File: src/rtl/sfd_pkg.sv
// Shared types and constants for the signed fixed-point digit add/subtract unit.
// Used by the channel interfaces, the digit lanes, the merge stage and the top level.
`timescale 1ns / 1ps

package sfd_pkg;

    // Fixed widths of the fields on the channels and of the length count, and the reset radix.
    localparam int FIELD_W    = 40;
    localparam int LEN_W      = 4;
    localparam int BASE_W     = 5;
    localparam int LEN_CALC_W = 5;
    localparam int BASE_RESET = 10;

    // Operation codes carried in the cmd field.
    localparam logic CMD_ADD = 1'b0;
    localparam logic CMD_SUB = 1'b1;

    // Carry and borrow outputs of one digit lane, for carry-in 0 and carry-in 1.
    typedef struct packed {
        logic add_c0;
        logic add_c1;
        logic ab_b0;
        logic ab_b1;
        logic ba_b0;
        logic ba_b1;
    } lane_carry_t;

    // Per-item control that travels beside the lane results.
    typedef struct packed {
        logic eff_sub;
        logic sign_a;
        logic sign_b;
    } item_ctl_t;

endpackage

File: src/rtl/sfd_ifs.sv
// Valid/ready channel interfaces: configuration writes, operand items and result items.
// Depends on sfd_pkg for the field widths.
`timescale 1ns / 1ps

interface sfd_cfg_if;
    import sfd_pkg::*;

    logic              valid;
    logic              ready;
    logic [BASE_W-1:0] digit_base;

    modport source (output valid, output digit_base, input ready);
    modport sink   (input valid, input digit_base, output ready);
endinterface

interface sfd_op_if;
    import sfd_pkg::*;

    logic               valid;
    logic               ready;
    logic               cmd;
    logic               sign_a;
    logic [FIELD_W-1:0] a_int_digits;
    logic [FIELD_W-1:0] a_frac_digits;
    logic               sign_b;
    logic [FIELD_W-1:0] b_int_digits;
    logic [FIELD_W-1:0] b_frac_digits;

    modport source (output valid, output cmd, output sign_a, output a_int_digits,
                    output a_frac_digits, output sign_b, output b_int_digits,
                    output b_frac_digits, input ready);
    modport sink   (input valid, input cmd, input sign_a, input a_int_digits,
                    input a_frac_digits, input sign_b, input b_int_digits,
                    input b_frac_digits, output ready);
endinterface

interface sfd_res_if;
    import sfd_pkg::*;

    logic               valid;
    logic               ready;
    logic               sign_r;
    logic [FIELD_W-1:0] r_int_digits;
    logic [FIELD_W-1:0] r_frac_digits;
    logic [LEN_W-1:0]   int_length;
    logic [LEN_W-1:0]   frac_length;
    logic               overflow;

    modport source (output valid, output sign_r, output r_int_digits, output r_frac_digits,
                    output int_length, output frac_length, output overflow, input ready);
    modport sink   (input valid, input sign_r, input r_int_digits, input r_frac_digits,
                    input int_length, input frac_length, input overflow, output ready);
endinterface

File: src/rtl/sfd_lane.sv
// One digit lane: saturates both input digits and precomputes sum, A-B and B-A
// for carry/borrow-in 0 and 1, registered. Depends on sfd_pkg.
`timescale 1ns / 1ps

module sfd_lane #(
    parameter int DIGIT_BITS = 4
) (
    input  logic                    clk,
    input  logic                    en,
    input  logic [DIGIT_BITS-1:0]   a_raw,
    input  logic [DIGIT_BITS-1:0]   b_raw,
    input  logic [DIGIT_BITS:0]     base,
    output logic [DIGIT_BITS-1:0]   add0,
    output logic [DIGIT_BITS-1:0]   add1,
    output logic [DIGIT_BITS-1:0]   ab0,
    output logic [DIGIT_BITS-1:0]   ab1,
    output logic [DIGIT_BITS-1:0]   ba0,
    output logic [DIGIT_BITS-1:0]   ba1,
    output sfd_pkg::lane_carry_t    carry
);
    import sfd_pkg::*;

    localparam int BW = DIGIT_BITS + 1;
    localparam int SW = BW + 1;

    logic [BW-1:0]         a_sat, b_sat;
    logic [SW-1:0]         base_w, s0, s1;
    logic                  c0, c1;
    logic [DIGIT_BITS:0]   d_ab0, d_ab1, d_ba0, d_ba1;

    logic [DIGIT_BITS-1:0] add0_reg, add1_reg, ab0_reg, ab1_reg, ba0_reg, ba1_reg;
    lane_carry_t           carry_reg;

    // Returns {borrow_out, digit} of x - y - bin in the current radix.
    function automatic logic [DIGIT_BITS:0] sub_digit(input logic [BW-1:0] x,
                                                      input logic [BW-1:0] y,
                                                      input logic bin,
                                                      input logic [SW-1:0] bs);
        logic [SW-1:0] t;
        logic [SW-1:0] d;
        logic          bo;
        t  = SW'(y) + SW'(bin);
        bo = SW'(x) < t;
        d  = bo ? (SW'(x) + bs - t) : (SW'(x) - t);
        return {bo, d[DIGIT_BITS-1:0]};
    endfunction

    always_comb
    begin
        a_sat  = (BW'(a_raw) >= base) ? (base - BW'(1)) : BW'(a_raw);
        b_sat  = (BW'(b_raw) >= base) ? (base - BW'(1)) : BW'(b_raw);
        base_w = SW'(base);
        s0     = SW'(a_sat) + SW'(b_sat);
        s1     = s0 + SW'(1);
        c0     = s0 >= base_w;
        c1     = s1 >= base_w;
        d_ab0  = sub_digit(a_sat, b_sat, 1'b0, base_w);
        d_ab1  = sub_digit(a_sat, b_sat, 1'b1, base_w);
        d_ba0  = sub_digit(b_sat, a_sat, 1'b0, base_w);
        d_ba1  = sub_digit(b_sat, a_sat, 1'b1, base_w);
    end

    always_ff @(posedge clk)
    begin
        if (en)
        begin
            add0_reg        <= DIGIT_BITS'(c0 ? (s0 - base_w) : s0);
            add1_reg        <= DIGIT_BITS'(c1 ? (s1 - base_w) : s1);
            ab0_reg         <= d_ab0[DIGIT_BITS-1:0];
            ab1_reg         <= d_ab1[DIGIT_BITS-1:0];
            ba0_reg         <= d_ba0[DIGIT_BITS-1:0];
            ba1_reg         <= d_ba1[DIGIT_BITS-1:0];
            carry_reg.add_c0 <= c0;
            carry_reg.add_c1 <= c1;
            carry_reg.ab_b0  <= d_ab0[DIGIT_BITS];
            carry_reg.ab_b1  <= d_ab1[DIGIT_BITS];
            carry_reg.ba_b0  <= d_ba0[DIGIT_BITS];
            carry_reg.ba_b1  <= d_ba1[DIGIT_BITS];
        end
    end

    assign add0  = add0_reg;
    assign add1  = add1_reg;
    assign ab0   = ab0_reg;
    assign ab1   = ab1_reg;
    assign ba0   = ba0_reg;
    assign ba1   = ba1_reg;
    assign carry = carry_reg;

endmodule

File: src/rtl/sfd_merge.sv
// Merge stage: resolves lane carries and borrows with one prefix add per path,
// selects the result digits, packs them and finds sign and used lengths. Depends on sfd_pkg.
`timescale 1ns / 1ps

module sfd_merge #(
    parameter int DIGITS     = 10,
    parameter int DIGIT_BITS = 4
) (
    input  logic                           clk,
    input  logic                           en,
    input  sfd_pkg::item_ctl_t             ctl,
    input  logic [DIGIT_BITS-1:0]          add0 [2*DIGITS],
    input  logic [DIGIT_BITS-1:0]          add1 [2*DIGITS],
    input  logic [DIGIT_BITS-1:0]          ab0  [2*DIGITS],
    input  logic [DIGIT_BITS-1:0]          ab1  [2*DIGITS],
    input  logic [DIGIT_BITS-1:0]          ba0  [2*DIGITS],
    input  logic [DIGIT_BITS-1:0]          ba1  [2*DIGITS],
    input  sfd_pkg::lane_carry_t           carry [2*DIGITS],
    output logic                           sign_r,
    output logic [sfd_pkg::FIELD_W-1:0]    r_int_digits,
    output logic [sfd_pkg::FIELD_W-1:0]    r_frac_digits,
    output logic [sfd_pkg::LEN_W-1:0]      int_length,
    output logic [sfd_pkg::LEN_W-1:0]      frac_length,
    output logic                           overflow
);
    import sfd_pkg::*;

    localparam int N2 = 2 * DIGITS;
    localparam int PW = DIGITS * DIGIT_BITS;
    localparam int EW = (PW > FIELD_W) ? PW : FIELD_W;

    logic [N2-1:0]         add_g0, add_g1, ab_g0, ab_g1, ba_g0, ba_g1;
    logic [N2:0]           add_sum, ab_sum, ba_sum;
    logic [N2-1:0]         add_cin, ab_cin, ba_cin;
    logic                  b_larger, is_zero, sign_sel;
    logic [DIGIT_BITS-1:0] dig [N2];
    logic [EW-1:0]         int_vec, frac_vec;
    logic [LEN_CALC_W-1:0] int_len, frac_len;

    logic                  sign_r_reg, overflow_reg;
    logic [FIELD_W-1:0]    r_int_reg, r_frac_reg;
    logic [LEN_W-1:0]      int_len_reg, frac_len_reg;

    always_comb
    begin
        for (int j = 0; j < N2; j++)
        begin
            add_g0[j] = carry[j].add_c0;
            add_g1[j] = carry[j].add_c1;
            ab_g0[j]  = carry[j].ab_b0;
            ab_g1[j]  = carry[j].ab_b1;
            ba_g0[j]  = carry[j].ba_b0;
            ba_g1[j]  = carry[j].ba_b1;
        end
    end

    // A lane that carries with carry-in 0 also carries with carry-in 1, so the carry
    // into each lane is the internal carry of the binary sum of the two vectors.
    assign add_sum = {1'b0, add_g0} + {1'b0, add_g1};
    assign ab_sum  = {1'b0, ab_g0} + {1'b0, ab_g1};
    assign ba_sum  = {1'b0, ba_g0} + {1'b0, ba_g1};
    assign add_cin = add_sum[N2-1:0] ^ add_g0 ^ add_g1;
    assign ab_cin  = ab_sum[N2-1:0] ^ ab_g0 ^ ab_g1;
    assign ba_cin  = ba_sum[N2-1:0] ^ ba_g0 ^ ba_g1;

    // A borrow out of A-B means the magnitude of B is the larger one.
    assign b_larger = ab_sum[N2];

    always_comb
    begin
        for (int j = 0; j < N2; j++)
        begin
            if (!ctl.eff_sub)
                dig[j] = add_cin[j] ? add1[j] : add0[j];
            else if (b_larger)
                dig[j] = ba_cin[j] ? ba1[j] : ba0[j];
            else
                dig[j] = ab_cin[j] ? ab1[j] : ab0[j];
        end
    end

    // Lanes run from the last fraction digit up to the top integer digit.
    always_comb
    begin
        int_vec  = '0;
        frac_vec = '0;
        is_zero  = 1'b1;
        int_len  = LEN_CALC_W'(1);
        frac_len = LEN_CALC_W'(1);
        for (int i = 0; i < DIGITS; i++)
        begin
            int_vec[i*DIGIT_BITS +: DIGIT_BITS]  = dig[DIGITS + i];
            frac_vec[i*DIGIT_BITS +: DIGIT_BITS] = dig[DIGITS - 1 - i];
            if (dig[DIGITS + i] != '0)
                int_len = LEN_CALC_W'(i + 1);
            if (dig[DIGITS - 1 - i] != '0)
                frac_len = LEN_CALC_W'(i + 1);
        end
        for (int j = 0; j < N2; j++)
        begin
            if (dig[j] != '0)
                is_zero = 1'b0;
        end
        sign_sel = (ctl.eff_sub && b_larger) ? ctl.sign_b : ctl.sign_a;
    end

    always_ff @(posedge clk)
    begin
        if (en)
        begin
            sign_r_reg   <= sign_sel & ~is_zero;
            r_int_reg    <= int_vec[FIELD_W-1:0];
            r_frac_reg   <= frac_vec[FIELD_W-1:0];
            int_len_reg  <= int_len[LEN_W-1:0];
            frac_len_reg <= frac_len[LEN_W-1:0];
            overflow_reg <= ~ctl.eff_sub & add_sum[N2];
        end
    end

    assign sign_r        = sign_r_reg;
    assign r_int_digits  = r_int_reg;
    assign r_frac_digits = r_frac_reg;
    assign int_length    = int_len_reg;
    assign frac_length   = frac_len_reg;
    assign overflow      = overflow_reg;

endmodule

File: src/rtl/signed_fixed_digit_add_sub_unit.sv
// Top level of the signed fixed-point digit add/subtract unit: radix register,
// digit lanes, merge stage and pipeline control. Depends on sfd_pkg, sfd_ifs, sfd_lane, sfd_merge.
`timescale 1ns / 1ps

// Usage:
//   cfg  - write channel for the digit radix. Always ready; a transfer takes effect
//          on the next item. Values below 2 act as 2, values above 2^DIGIT_BITS as
//          2^DIGIT_BITS. Write it only while no item is in flight.
//   op   - operand items: command, two signs and the integer/fraction digit vectors.
//   res  - one result item per operand item, in order.
// An item transferred on op is registered first in the lane stage and then in the merge
// stage's output register, which shows it on res until it transfers out. One lane per
// digit position registers the digit-wise sums and differences, and the merge stage
// registers the result, so while res does not stall one item is taken per cycle.
// When res stalls, the output register holds its item and the lane stage still takes
// one more item; op.ready drops only when both stages are full.
// Reset clears both valid flags and sets the radix to ten (2^DIGIT_BITS if smaller).
module signed_fixed_digit_add_sub_unit #(
    parameter int DIGITS     = 10,
    parameter int DIGIT_BITS = 4
) (
    input  logic      clk,
    input  logic      rst_n,
    sfd_cfg_if.sink   cfg,
    sfd_op_if.sink    op,
    sfd_res_if.source res
);
    import sfd_pkg::*;

    localparam int N2       = 2 * DIGITS;
    localparam int BW       = DIGIT_BITS + 1;
    localparam int CW       = (BW > BASE_W) ? BW : BASE_W;
    localparam int PW       = DIGITS * DIGIT_BITS;
    localparam int EW       = (PW > FIELD_W) ? PW : FIELD_W;
    localparam int TOP_BASE = 1 << DIGIT_BITS;
    localparam int RST_BASE = (BASE_RESET > TOP_BASE) ? TOP_BASE : BASE_RESET;

    logic [BW-1:0]         base_reg, base_next;
    logic [CW-1:0]         base_wr;
    logic                  lane_valid_reg, lane_valid_next;
    logic                  out_valid_reg, out_valid_next;
    logic                  out_adv, take;
    item_ctl_t             ctl_reg;

    logic [EW-1:0]         a_int_ext, a_frac_ext, b_int_ext, b_frac_ext;
    logic [DIGIT_BITS-1:0] a_dig [N2];
    logic [DIGIT_BITS-1:0] b_dig [N2];
    logic [DIGIT_BITS-1:0] add0 [N2];
    logic [DIGIT_BITS-1:0] add1 [N2];
    logic [DIGIT_BITS-1:0] ab0  [N2];
    logic [DIGIT_BITS-1:0] ab1  [N2];
    logic [DIGIT_BITS-1:0] ba0  [N2];
    logic [DIGIT_BITS-1:0] ba1  [N2];
    lane_carry_t           carry [N2];

    // Radix register, clamped when written.
    always_comb
    begin
        base_wr = CW'(cfg.digit_base);
        if (base_wr < CW'(2))
            base_next = BW'(2);
        else if (base_wr > CW'(TOP_BASE))
            base_next = BW'(TOP_BASE);
        else
            base_next = base_wr[BW-1:0];
    end

    always_ff @(posedge clk or negedge rst_n)
    begin
        if (!rst_n)
            base_reg <= BW'(RST_BASE);
        else if (cfg.valid && cfg.ready)
            base_reg <= base_next;
    end

    assign cfg.ready = 1'b1;

    // Two-stage pipeline control: lane stage, then output register.
    assign out_adv  = ~out_valid_reg | res.ready;
    assign op.ready = ~lane_valid_reg | out_adv;
    assign take     = op.valid & op.ready;

    always_comb
    begin
        lane_valid_next = op.ready ? op.valid : lane_valid_reg;
        out_valid_next  = out_adv ? lane_valid_reg : out_valid_reg;
    end

    always_ff @(posedge clk or negedge rst_n)
    begin
        if (!rst_n)
        begin
            lane_valid_reg <= 1'b0;
            out_valid_reg  <= 1'b0;
        end
        else
        begin
            lane_valid_reg <= lane_valid_next;
            out_valid_reg  <= out_valid_next;
        end
    end

    always_ff @(posedge clk)
    begin
        if (take)
        begin
            ctl_reg.eff_sub <= op.sign_a ^ op.sign_b ^ (op.cmd == CMD_SUB);
            ctl_reg.sign_a  <= op.sign_a;
            ctl_reg.sign_b  <= op.sign_b ^ (op.cmd == CMD_SUB);
        end
    end

    assign a_int_ext  = EW'(op.a_int_digits);
    assign a_frac_ext = EW'(op.a_frac_digits);
    assign b_int_ext  = EW'(op.b_int_digits);
    assign b_frac_ext = EW'(op.b_frac_digits);

    // Lane j below DIGITS holds fraction digit DIGITS-1-j; the rest hold integer digits.
    for (genvar j = 0; j < N2; j++)
    begin : g_lane
        if (j < DIGITS)
        begin : g_frac
            assign a_dig[j] = a_frac_ext[(DIGITS-1-j)*DIGIT_BITS +: DIGIT_BITS];
            assign b_dig[j] = b_frac_ext[(DIGITS-1-j)*DIGIT_BITS +: DIGIT_BITS];
        end
        else
        begin : g_int
            assign a_dig[j] = a_int_ext[(j-DIGITS)*DIGIT_BITS +: DIGIT_BITS];
            assign b_dig[j] = b_int_ext[(j-DIGITS)*DIGIT_BITS +: DIGIT_BITS];
        end

        sfd_lane #(
            .DIGIT_BITS (DIGIT_BITS)
        ) u_lane (
            .clk   (clk),
            .en    (take),
            .a_raw (a_dig[j]),
            .b_raw (b_dig[j]),
            .base  (base_reg),
            .add0  (add0[j]),
            .add1  (add1[j]),
            .ab0   (ab0[j]),
            .ab1   (ab1[j]),
            .ba0   (ba0[j]),
            .ba1   (ba1[j]),
            .carry (carry[j])
        );
    end

    sfd_merge #(
        .DIGITS     (DIGITS),
        .DIGIT_BITS (DIGIT_BITS)
    ) u_merge (
        .clk           (clk),
        .en            (out_adv & lane_valid_reg),
        .ctl           (ctl_reg),
        .add0          (add0),
        .add1          (add1),
        .ab0           (ab0),
        .ab1           (ab1),
        .ba0           (ba0),
        .ba1           (ba1),
        .carry         (carry),
        .sign_r        (res.sign_r),
        .r_int_digits  (res.r_int_digits),
        .r_frac_digits (res.r_frac_digits),
        .int_length    (res.int_length),
        .frac_length   (res.frac_length),
        .overflow      (res.overflow)
    );

    assign res.valid = out_valid_reg;

endmodule

File: src/flat_wrapper.sv
// flat-port wrapper written by rule: the top's interface ports become plain ports
module signed_fixed_digit_add_sub_unit_flat import sfd_pkg::*;
#(
    parameter int DIGITS     = 10,
    parameter int DIGIT_BITS = 4
)
  (clk, rst_n, cfg_valid, cfg_digit_base, cfg_ready, op_valid, op_cmd, op_sign_a, op_a_int_digits, op_a_frac_digits, op_sign_b, op_b_int_digits, op_b_frac_digits, op_ready, res_valid, res_sign_r, res_r_int_digits, res_r_frac_digits, res_int_length, res_frac_length, res_overflow, res_ready);
  sfd_cfg_if cfg_i ();
  sfd_op_if op_i ();
  sfd_res_if res_i ();
  input  logic clk;
  input  logic rst_n;
  input wire logic [$bits(cfg_i.valid)-1:0] cfg_valid;
  input wire logic [$bits(cfg_i.digit_base)-1:0] cfg_digit_base;
  output wire logic [$bits(cfg_i.ready)-1:0] cfg_ready;
  input wire logic [$bits(op_i.valid)-1:0] op_valid;
  input wire logic [$bits(op_i.cmd)-1:0] op_cmd;
  input wire logic [$bits(op_i.sign_a)-1:0] op_sign_a;
  input wire logic [$bits(op_i.a_int_digits)-1:0] op_a_int_digits;
  input wire logic [$bits(op_i.a_frac_digits)-1:0] op_a_frac_digits;
  input wire logic [$bits(op_i.sign_b)-1:0] op_sign_b;
  input wire logic [$bits(op_i.b_int_digits)-1:0] op_b_int_digits;
  input wire logic [$bits(op_i.b_frac_digits)-1:0] op_b_frac_digits;
  output wire logic [$bits(op_i.ready)-1:0] op_ready;
  output wire logic [$bits(res_i.valid)-1:0] res_valid;
  output wire logic [$bits(res_i.sign_r)-1:0] res_sign_r;
  output wire logic [$bits(res_i.r_int_digits)-1:0] res_r_int_digits;
  output wire logic [$bits(res_i.r_frac_digits)-1:0] res_r_frac_digits;
  output wire logic [$bits(res_i.int_length)-1:0] res_int_length;
  output wire logic [$bits(res_i.frac_length)-1:0] res_frac_length;
  output wire logic [$bits(res_i.overflow)-1:0] res_overflow;
  input wire logic [$bits(res_i.ready)-1:0] res_ready;
  assign cfg_i.valid = cfg_valid;
  assign cfg_i.digit_base = cfg_digit_base;
  assign cfg_ready = cfg_i.ready;
  assign op_i.valid = op_valid;
  assign op_i.cmd = op_cmd;
  assign op_i.sign_a = op_sign_a;
  assign op_i.a_int_digits = op_a_int_digits;
  assign op_i.a_frac_digits = op_a_frac_digits;
  assign op_i.sign_b = op_sign_b;
  assign op_i.b_int_digits = op_b_int_digits;
  assign op_i.b_frac_digits = op_b_frac_digits;
  assign op_ready = op_i.ready;
  assign res_valid = res_i.valid;
  assign res_sign_r = res_i.sign_r;
  assign res_r_int_digits = res_i.r_int_digits;
  assign res_r_frac_digits = res_i.r_frac_digits;
  assign res_int_length = res_i.int_length;
  assign res_frac_length = res_i.frac_length;
  assign res_overflow = res_i.overflow;
  assign res_i.ready = res_ready;
  signed_fixed_digit_add_sub_unit #(.DIGITS(DIGITS), .DIGIT_BITS(DIGIT_BITS)) u_core (.clk(clk), .rst_n(rst_n), .cfg(cfg_i), .op(op_i), .res(res_i));
endmodule
File: config.mk
export PLATFORM = sky130hd
export DESIGN_NAME = signed_fixed_digit_add_sub_unit_flat
export DESIGN_NICKNAME = d
export VERILOG_FILES = /design/src/rtl/sfd_pkg.sv /design/src/rtl/sfd_ifs.sv /design/src/rtl/sfd_lane.sv /design/src/rtl/sfd_merge.sv /design/src/rtl/signed_fixed_digit_add_sub_unit.sv /design/src/flat_wrapper.sv
export SDC_FILE = /design/constraint.sdc
export NUM_CORES = 2
export LEC_CHECK = 0
export BUFFER_PORTS_ARGS = -buffer_cell sky130_fd_sc_hd__buf_4
export CAP_MARGIN = 20
export CELL_PAD_IN_SITES_DETAIL_PLACEMENT = 1
export CELL_PAD_IN_SITES_GLOBAL_PLACEMENT = 1
export CORE_ASPECT_RATIO = 0.9
export CORE_MARGIN = 8
export CORE_UTILIZATION = 56
export CTS_CLUSTER_SIZE = 24
export DETAILED_ROUTE_END_ITERATION = 12
export PLACE_DENSITY_LB_ADDON = 0.1
export SLEW_MARGIN = 20
export SYNTH_ARGS = -nofsm -noshare
export SYNTH_HDL_FRONTEND = slang
export SYNTH_HIERARCHICAL = 1
export SYNTH_SLANG_ARGS = --single-unit
File: constraint.sdc
create_clock -name clk -period 28.3 [get_ports clk]
set_clock_uncertainty 0.2 [all_clocks]
set_input_delay 2.83 -clock clk [delete_from_list [all_inputs] [get_ports clk]]
set_output_delay 2.83 -clock clk [all_outputs]
set_load 0.02 [all_outputs]
# [After elaboration in Yosys (flattened, before gate mapping)]
# Cells that the tools add are included.
[totals] wordCells=1081 out_inout_bits=93 register_bits=700 in_bits=173
[classes] n_addsub=324 n_lt_le_gt_ge=162 muxes=299 bitwise=19 reduce_logical=23
[op_table] cell="4-bit 2-to-1 mux" count=230
[op_table] cell="4-bit subtractor" count=200
[op_table] cell="5-bit by 1-bit adder with 6-bit output (second input constant)" count=40
[op_table] cell="6-bit by 5-bit >= comparator with 1-bit output" count=40
[op_table] cell="5-bit by 6-bit less-than comparator with 1-bit output" count=40
[op_table] cell="5-bit 2-to-1 mux" count=42
[op_table] cell="4-bit by 5-bit >= comparator with 1-bit output" count=40
[op_table] cell="5-bit less-than comparator" count=40
[op_table] cell="4-bit adder" count=40
[op_table] cell="5-bit by 5-bit adder with 6-bit output" count=20
[op_table] cell="6-bit by 1-bit adder with 6-bit output (second input constant)" count=20
[op_table] cell="20-bit bitwise XOR" count=6
[op_table] cell="4-bit nonzero test" count=20
[op_table] cell="20-bit by 20-bit adder with 21-bit output" count=2
[op_table] cell="1-bit 2-to-1 mux" count=21
[op_table] cell="20-bit adder" count=1
[op_table] cell="2-bit 2-to-1 mux" count=6
[op_table] cell="3-bit OR reduction" count=2
[op_table] cell="5-bit > comparator (second input constant)" count=1
[op_table] cell="5-bit by 2-bit less-than comparator with 1-bit output (second input constant)" count=1
[op_table] cell="5-bit by 1-bit subtractor with 5-bit output (second input constant)" count=1
[op_table] cell="1-bit AND" count=4
[op_table] cell="1-bit inverter" count=4
[op_table] cell="1-bit bitwise XOR" count=3
[op_table] cell="other kinds (2)" count=3

# [Longest topological paths before layout]
[depth] depth_word=29 depth_mapped=24 mapped_depth_nobuf=24

# [Modules after synthesis]
# Netlist, hierarchy kept.
[by_module_without_submodules] module="sfd_lane (u_core.g_lane[0].u_lane ...)" seq_area_each_um2=900.9 cells_each=315 instances=10 area_per_inst_um2=3350.7
[by_module_without_submodules] module="sfd_lane (u_core.g_lane[19].u_lane ...)" seq_area_each_um2=900.9 cells_each=291 instances=10 area_per_inst_um2=3194.3
[by_module_without_submodules] module="sfd_merge" seq_area_each_um2=2702.6 cells_each=1224 instances=1 area_per_inst_um2=11407.2
[by_module_without_submodules] module="signed_fixed_digit_add_sub_unit" seq_area_each_um2=267.8 cells_each=34 instances=1 area_per_inst_um2=431.7

# [Worst setup path before layout]
# OpenSTA, ideal clock, no wires.
[synth_timing] path_kind="input port to flip-flop" startpoint="input port res_ready" endpoint="register u_core/ctl_reg[0] in the netlist's numbering, enable pin" n_path_buf=0 path_stages=2 path_slack_ns=10.342 required_time_ns=27.055 arrival_time_ns=16.713 setup_ns=1.045 cell_sequence="nand3b_1 > and2_1"
[synth_via] elab_chain_len=3
[synth_rtl] item="start, declared" line_no="flat_wrapper.sv:32" text="input wire logic [$bits(res_i.ready)-1:0] res_ready;"
[synth_rtl] item="1-bit OR" line_no="signed_fixed_digit_add_sub_unit.sv:79" text="assign out_adv = ~out_valid_reg | res.ready;"
[synth_rtl] item="1-bit OR" line_no="signed_fixed_digit_add_sub_unit.sv:80" text="assign op.ready = ~lane_valid_reg | out_adv;"
[synth_rtl] item="1-bit AND" line_no="signed_fixed_digit_add_sub_unit.sv:81" text="assign take = op.valid & op.ready;"
[synth_rtl] item="via u_core.take" line_no="signed_fixed_digit_add_sub_unit.sv:42" text="logic out_adv, take;"
[synth_rtl] item="end, declared" line_no="signed_fixed_digit_add_sub_unit.sv:43" text="item_ctl_t ctl_reg;"
# The timed path passes the listed nets, and every way through them passes these cells.
# A chain may end at the register's enable or synchronous reset.

# [Worst setup path in the final report]
[layout_timing] startpoint="register u_core.base_reg[1]" endpoint="register u_core.g_lane[15].u_lane.ba1_reg[3], data pin"
[layout_via] elab_chain_len=5 word_cells_on_any_way=11 cone_classes="add/sub (5); order compare (3); mux (3)"
[layout_rtl] item="start, declared" line_no="signed_fixed_digit_add_sub_unit.sv:38" text="logic [BW-1:0] base_reg, base_next;"
[layout_rtl] item="start signal, assigned" line_no="signed_fixed_digit_add_sub_unit.sv:71" text="base_reg <= BW'(RST_BASE);"
[layout_rtl] item="start signal, assigned" line_no="signed_fixed_digit_add_sub_unit.sv:73" text="base_reg <= base_next;"
[layout_rtl] item="5-bit by 1-bit subtractor with 5-bit output (tied with other cells)" line_no="sfd_lane.sv:50, sfd_lane.sv:51"
[layout_rtl] item="5-bit 2-to-1 mux (on tied branches)" line_no="sfd_lane.sv:50, sfd_lane.sv:51"
[layout_rtl] item="5-bit by 1-bit adder with 6-bit output / 4-bit adder (equally long branches)" line_no="sfd_lane.sv:42, sfd_lane.sv:44"
[layout_rtl] item="5-bit by 6-bit less-than comparator with 1-bit output / 4-bit subtractor (equally long branches)" line_no="sfd_lane.sv:43, sfd_lane.sv:44"
[layout_rtl] item="4-bit 2-to-1 mux *" line_no="sfd_lane.sv:44" text="d = bo ? (SW'(x) + bs - t) : (SW'(x) - t);"
[layout_rtl] item="via u_core.g_lane[15].u_lane.d_ba1[3]" line_no="sfd_lane.sv:29" text="logic [DIGIT_BITS:0] d_ab0, d_ab1, d_ba0, d_ba1;"
[layout_rtl] item="end signal, assigned" line_no="sfd_lane.sv:72" text="ba1_reg <= d_ba1[DIGIT_BITS-1:0];"
[layout_rtl] item="end, declared" line_no="sfd_lane.sv:31" text="logic [DIGIT_BITS-1:0] add0_reg, add1_reg, ab0_reg, ab1_reg, ba0_reg, ba1_reg;"
# The timed path passes the listed nets; every way through them passes the cells marked *.

==> metrics.txt <==
Net Sw Frac 0.461; H-tree levels 3; area grow syn2layout 9.24%; grt met1 use 0.399; GRT Util Overall 0.309; combinational power share 0.681; CP cell instances buf_4 > buf_12 > inv_1 > ha_1 > a2111oi_4 > nor3_4 > mux2i_1 > inv_1 > ha_1 > xor2_1 > ha_1 > o21a_1 > o211ai_1 > a2bb2oi_1 > mux2_2 > ha_1 > a21o_1 > a21oi_1 > xnor2_1 > xnor3_1; Synth Area per Inst 10.6 um^2; post-layout net count 9,231; Final Hold Vio Count 0; clock sinks 698; clock-pin slew on the worst setup and hold paths 60 ps; VDD IR max 58.0 uV; Initial DRC Count 3,459; routability cong. approximately 0.9; proportion of power drawn by the clock network 0.111; Max Slew Vio Count 0; io pins 266; Seq pwr share 0.209; Synth Warn # 6; final worst-path cycle share 0.296; final antenna-violating net count 0; Final Critical Period between 8000 and 9000 ps; Max Cap Viol 0; gate count after technology mapping 7,315; Reg2Reg Depth 20; routed length per instance 25.2 um; Slew @ Worst Pin 1240 ps; antenna violations before repair 5; flop2flop setup slack 19,940 ps; Min-Delay Path Depth 1; Post-Syn Area 77,200 um^2; Tot Pwr slightly above 10 mW; Setup Viol. Count Final 0; PortBufs about 260; FILL cells about 15k; share of layout cells above drive strength 1 0.120; Die Span Y 368 um; FF-to-FF End u_core/g_lane[15].u_lane/ba1[3]; worst-skew pair later-pin latency between 600 and 700 ps; P_int 5.54 mW; LEAKAGE 36.8 nW; vias in the first global route approximately 65k; Hold-fix buffers, CTS 0; worst-case clock buffer depth 3; f_max between 100 and 150 MHz; total power per unit cell area around 120 nW/um^2; total clock buffers created by CTS 84; M3 GR Usage 0.0392; Crit path top cell by count ha_1; root buf cell clkbuf_16; die width about 410 um; Worst setup EP type flip-flop; Worst path max stage delay between 900 and 1000 ps; Die Area ~150,000 um^2; GRT Max-Usage Layer met2; largest net degree at the start of global routing 182; status complete, no violations; first-pass iteration count of the detailed router 6; worst min path class reg -> reg; Largest register FFs 118; Critical Path Source Type flip-flop; Via density between 6 and 7; hold wc startpoint u_core/lane_valid_reg; row count 129; post-CTS sizing 0; M2 GR Usage 0.535; crit path max-delay cell type dfstp_4; Core Footprint 137,000 um^2; Initial Utilization 0.563; first-pass GRT wire length 373,000 um; hold worst-path end u_core/res.valid; Setup Fix Bufs, Post-CTS 0; WP data required 28,520 ps; via count 59.1k; Routed Wire Length 240,000 um; kind of critical path reg -> reg; Mapped Nets ~8.9k; gr ovfl total 0; Net Sw Power 4.73 mW; setup tns final 0 ps; Residual DRC 0; RSZ-0062 raised after global routing no; max_slew headroom 0.176; CTS tree built; Data arrival, critical path roughly 8600 ps; Worst R2R Start u_core/base_reg[1]; maximum fanout along the worst path 60; HPWL Detailed 186,000 um
placed cells by master, fill, tap and decap left out, drive strengths merged, types with 14 or more instances in the layout:
master   instances
ha            1239
inv            777
edfxtp         691
mux2i          484
xnor2          480
a21oi          453
xor2           368
buf            317
nand2          272
a21o           246
nor2           225
o21ai          209
mux2           208
fa             182
nand3          168
o21a           164
nor2b          127
nor3           118
clkbuf         101
nand2b          80
a2111oi         63
a211oi          53
and3            49
o211ai          48
nor4            43
o22a            40
a31o            38
o21bai          37
or3             34
or2             32
clkinv          31
nand4           23
nor3b           23
xor3            20
o31ai           17
a221oi          17
or4             17
a211o           14
a31oi           14
per-stage QoR:
stage / cells / hold slack, ps / cell area [um^2] / util / worst slack (ps)
final: 9544 / 319 / 84400 / 0.615 / 19940
after CTS: 9538 / 320 / 84300 / 0.615 / 19960
after floorplan: 7315 / 249 / 77200 / - / 10390
after detailed placement: 9385 / 306 / 81600 / 0.594 / 19570
after global routing: 9544 / 340 / 84400 / 0.615 / 19400
after global placement: 9385 / 284 / 81600 / 0.594 / 19750
power by group through the flow:
stage	clock network [mW]	registers (mW)	logic, mW
after floorplan	0	2.18	4.87
after global placement	0	2.13	6.50
after detailed placement	0	2.16	6.84
after CTS	1.15	2.14	6.94
after global routing	1.18	2.18	7.54
final	1.14	2.14	6.99
layer usage:
layer,wire (um),vias to the layer above,part of all wire
met1,103000,29800,0.43
met5,0,-,0
met3,12300,425,0.051
met4,8710,0,0.036
met2,117000,1580,0.49
li1,-,27300,-
area by class of cell:
cell class              instances  area, um^2  share of cell area
multi-input cells            5763       53000               0.628
flip-flops and latches        698       20900               0.248
inverters                     773        2900              0.0344
repair buffers                317        2450              0.0291
well taps                    1834        2290              0.0272
clock buffers                 101        2230              0.0264
clock inverters                52         553             0.00656
diodes                          6        15.0            0.000178
critical path: cells and delay by family (launching register included):
family | cells | cell delay, ps
and+or+nand+nor | 1 | 390
DFF | 1 | 960
xor gates and xnor gates | 3 | 590
adders and majority gates | 4 | 1410
muxes | 2 | 1310
buffers and inverters | 4 | 1850
AOI/OAI and AO/OA | 6 | 1300
how the worst max path moves through the flow:
stage / startpoint / end / cells after the start
global route: u_core/base_reg[1] / u_core/g_lane[15].u_lane/add1[2] / 21
finish: u_core/base_reg[1] / u_core/g_lane[15].u_lane/ba1[3] / 20
detailed placement: op_a_int_digits[20] / u_core/g_lane[15].u_lane/ba1[3] / 20
global placement: op_a_int_digits[20] / u_core/g_lane[15].u_lane/ba1[3] / 20
CTS: u_core/base_reg[1] / u_core/g_lane[14].u_lane/add1[2] / 21
floorplan: res_ready / u_core/ctl_reg[0] / 2
Power figures use the tool's default switching activity.
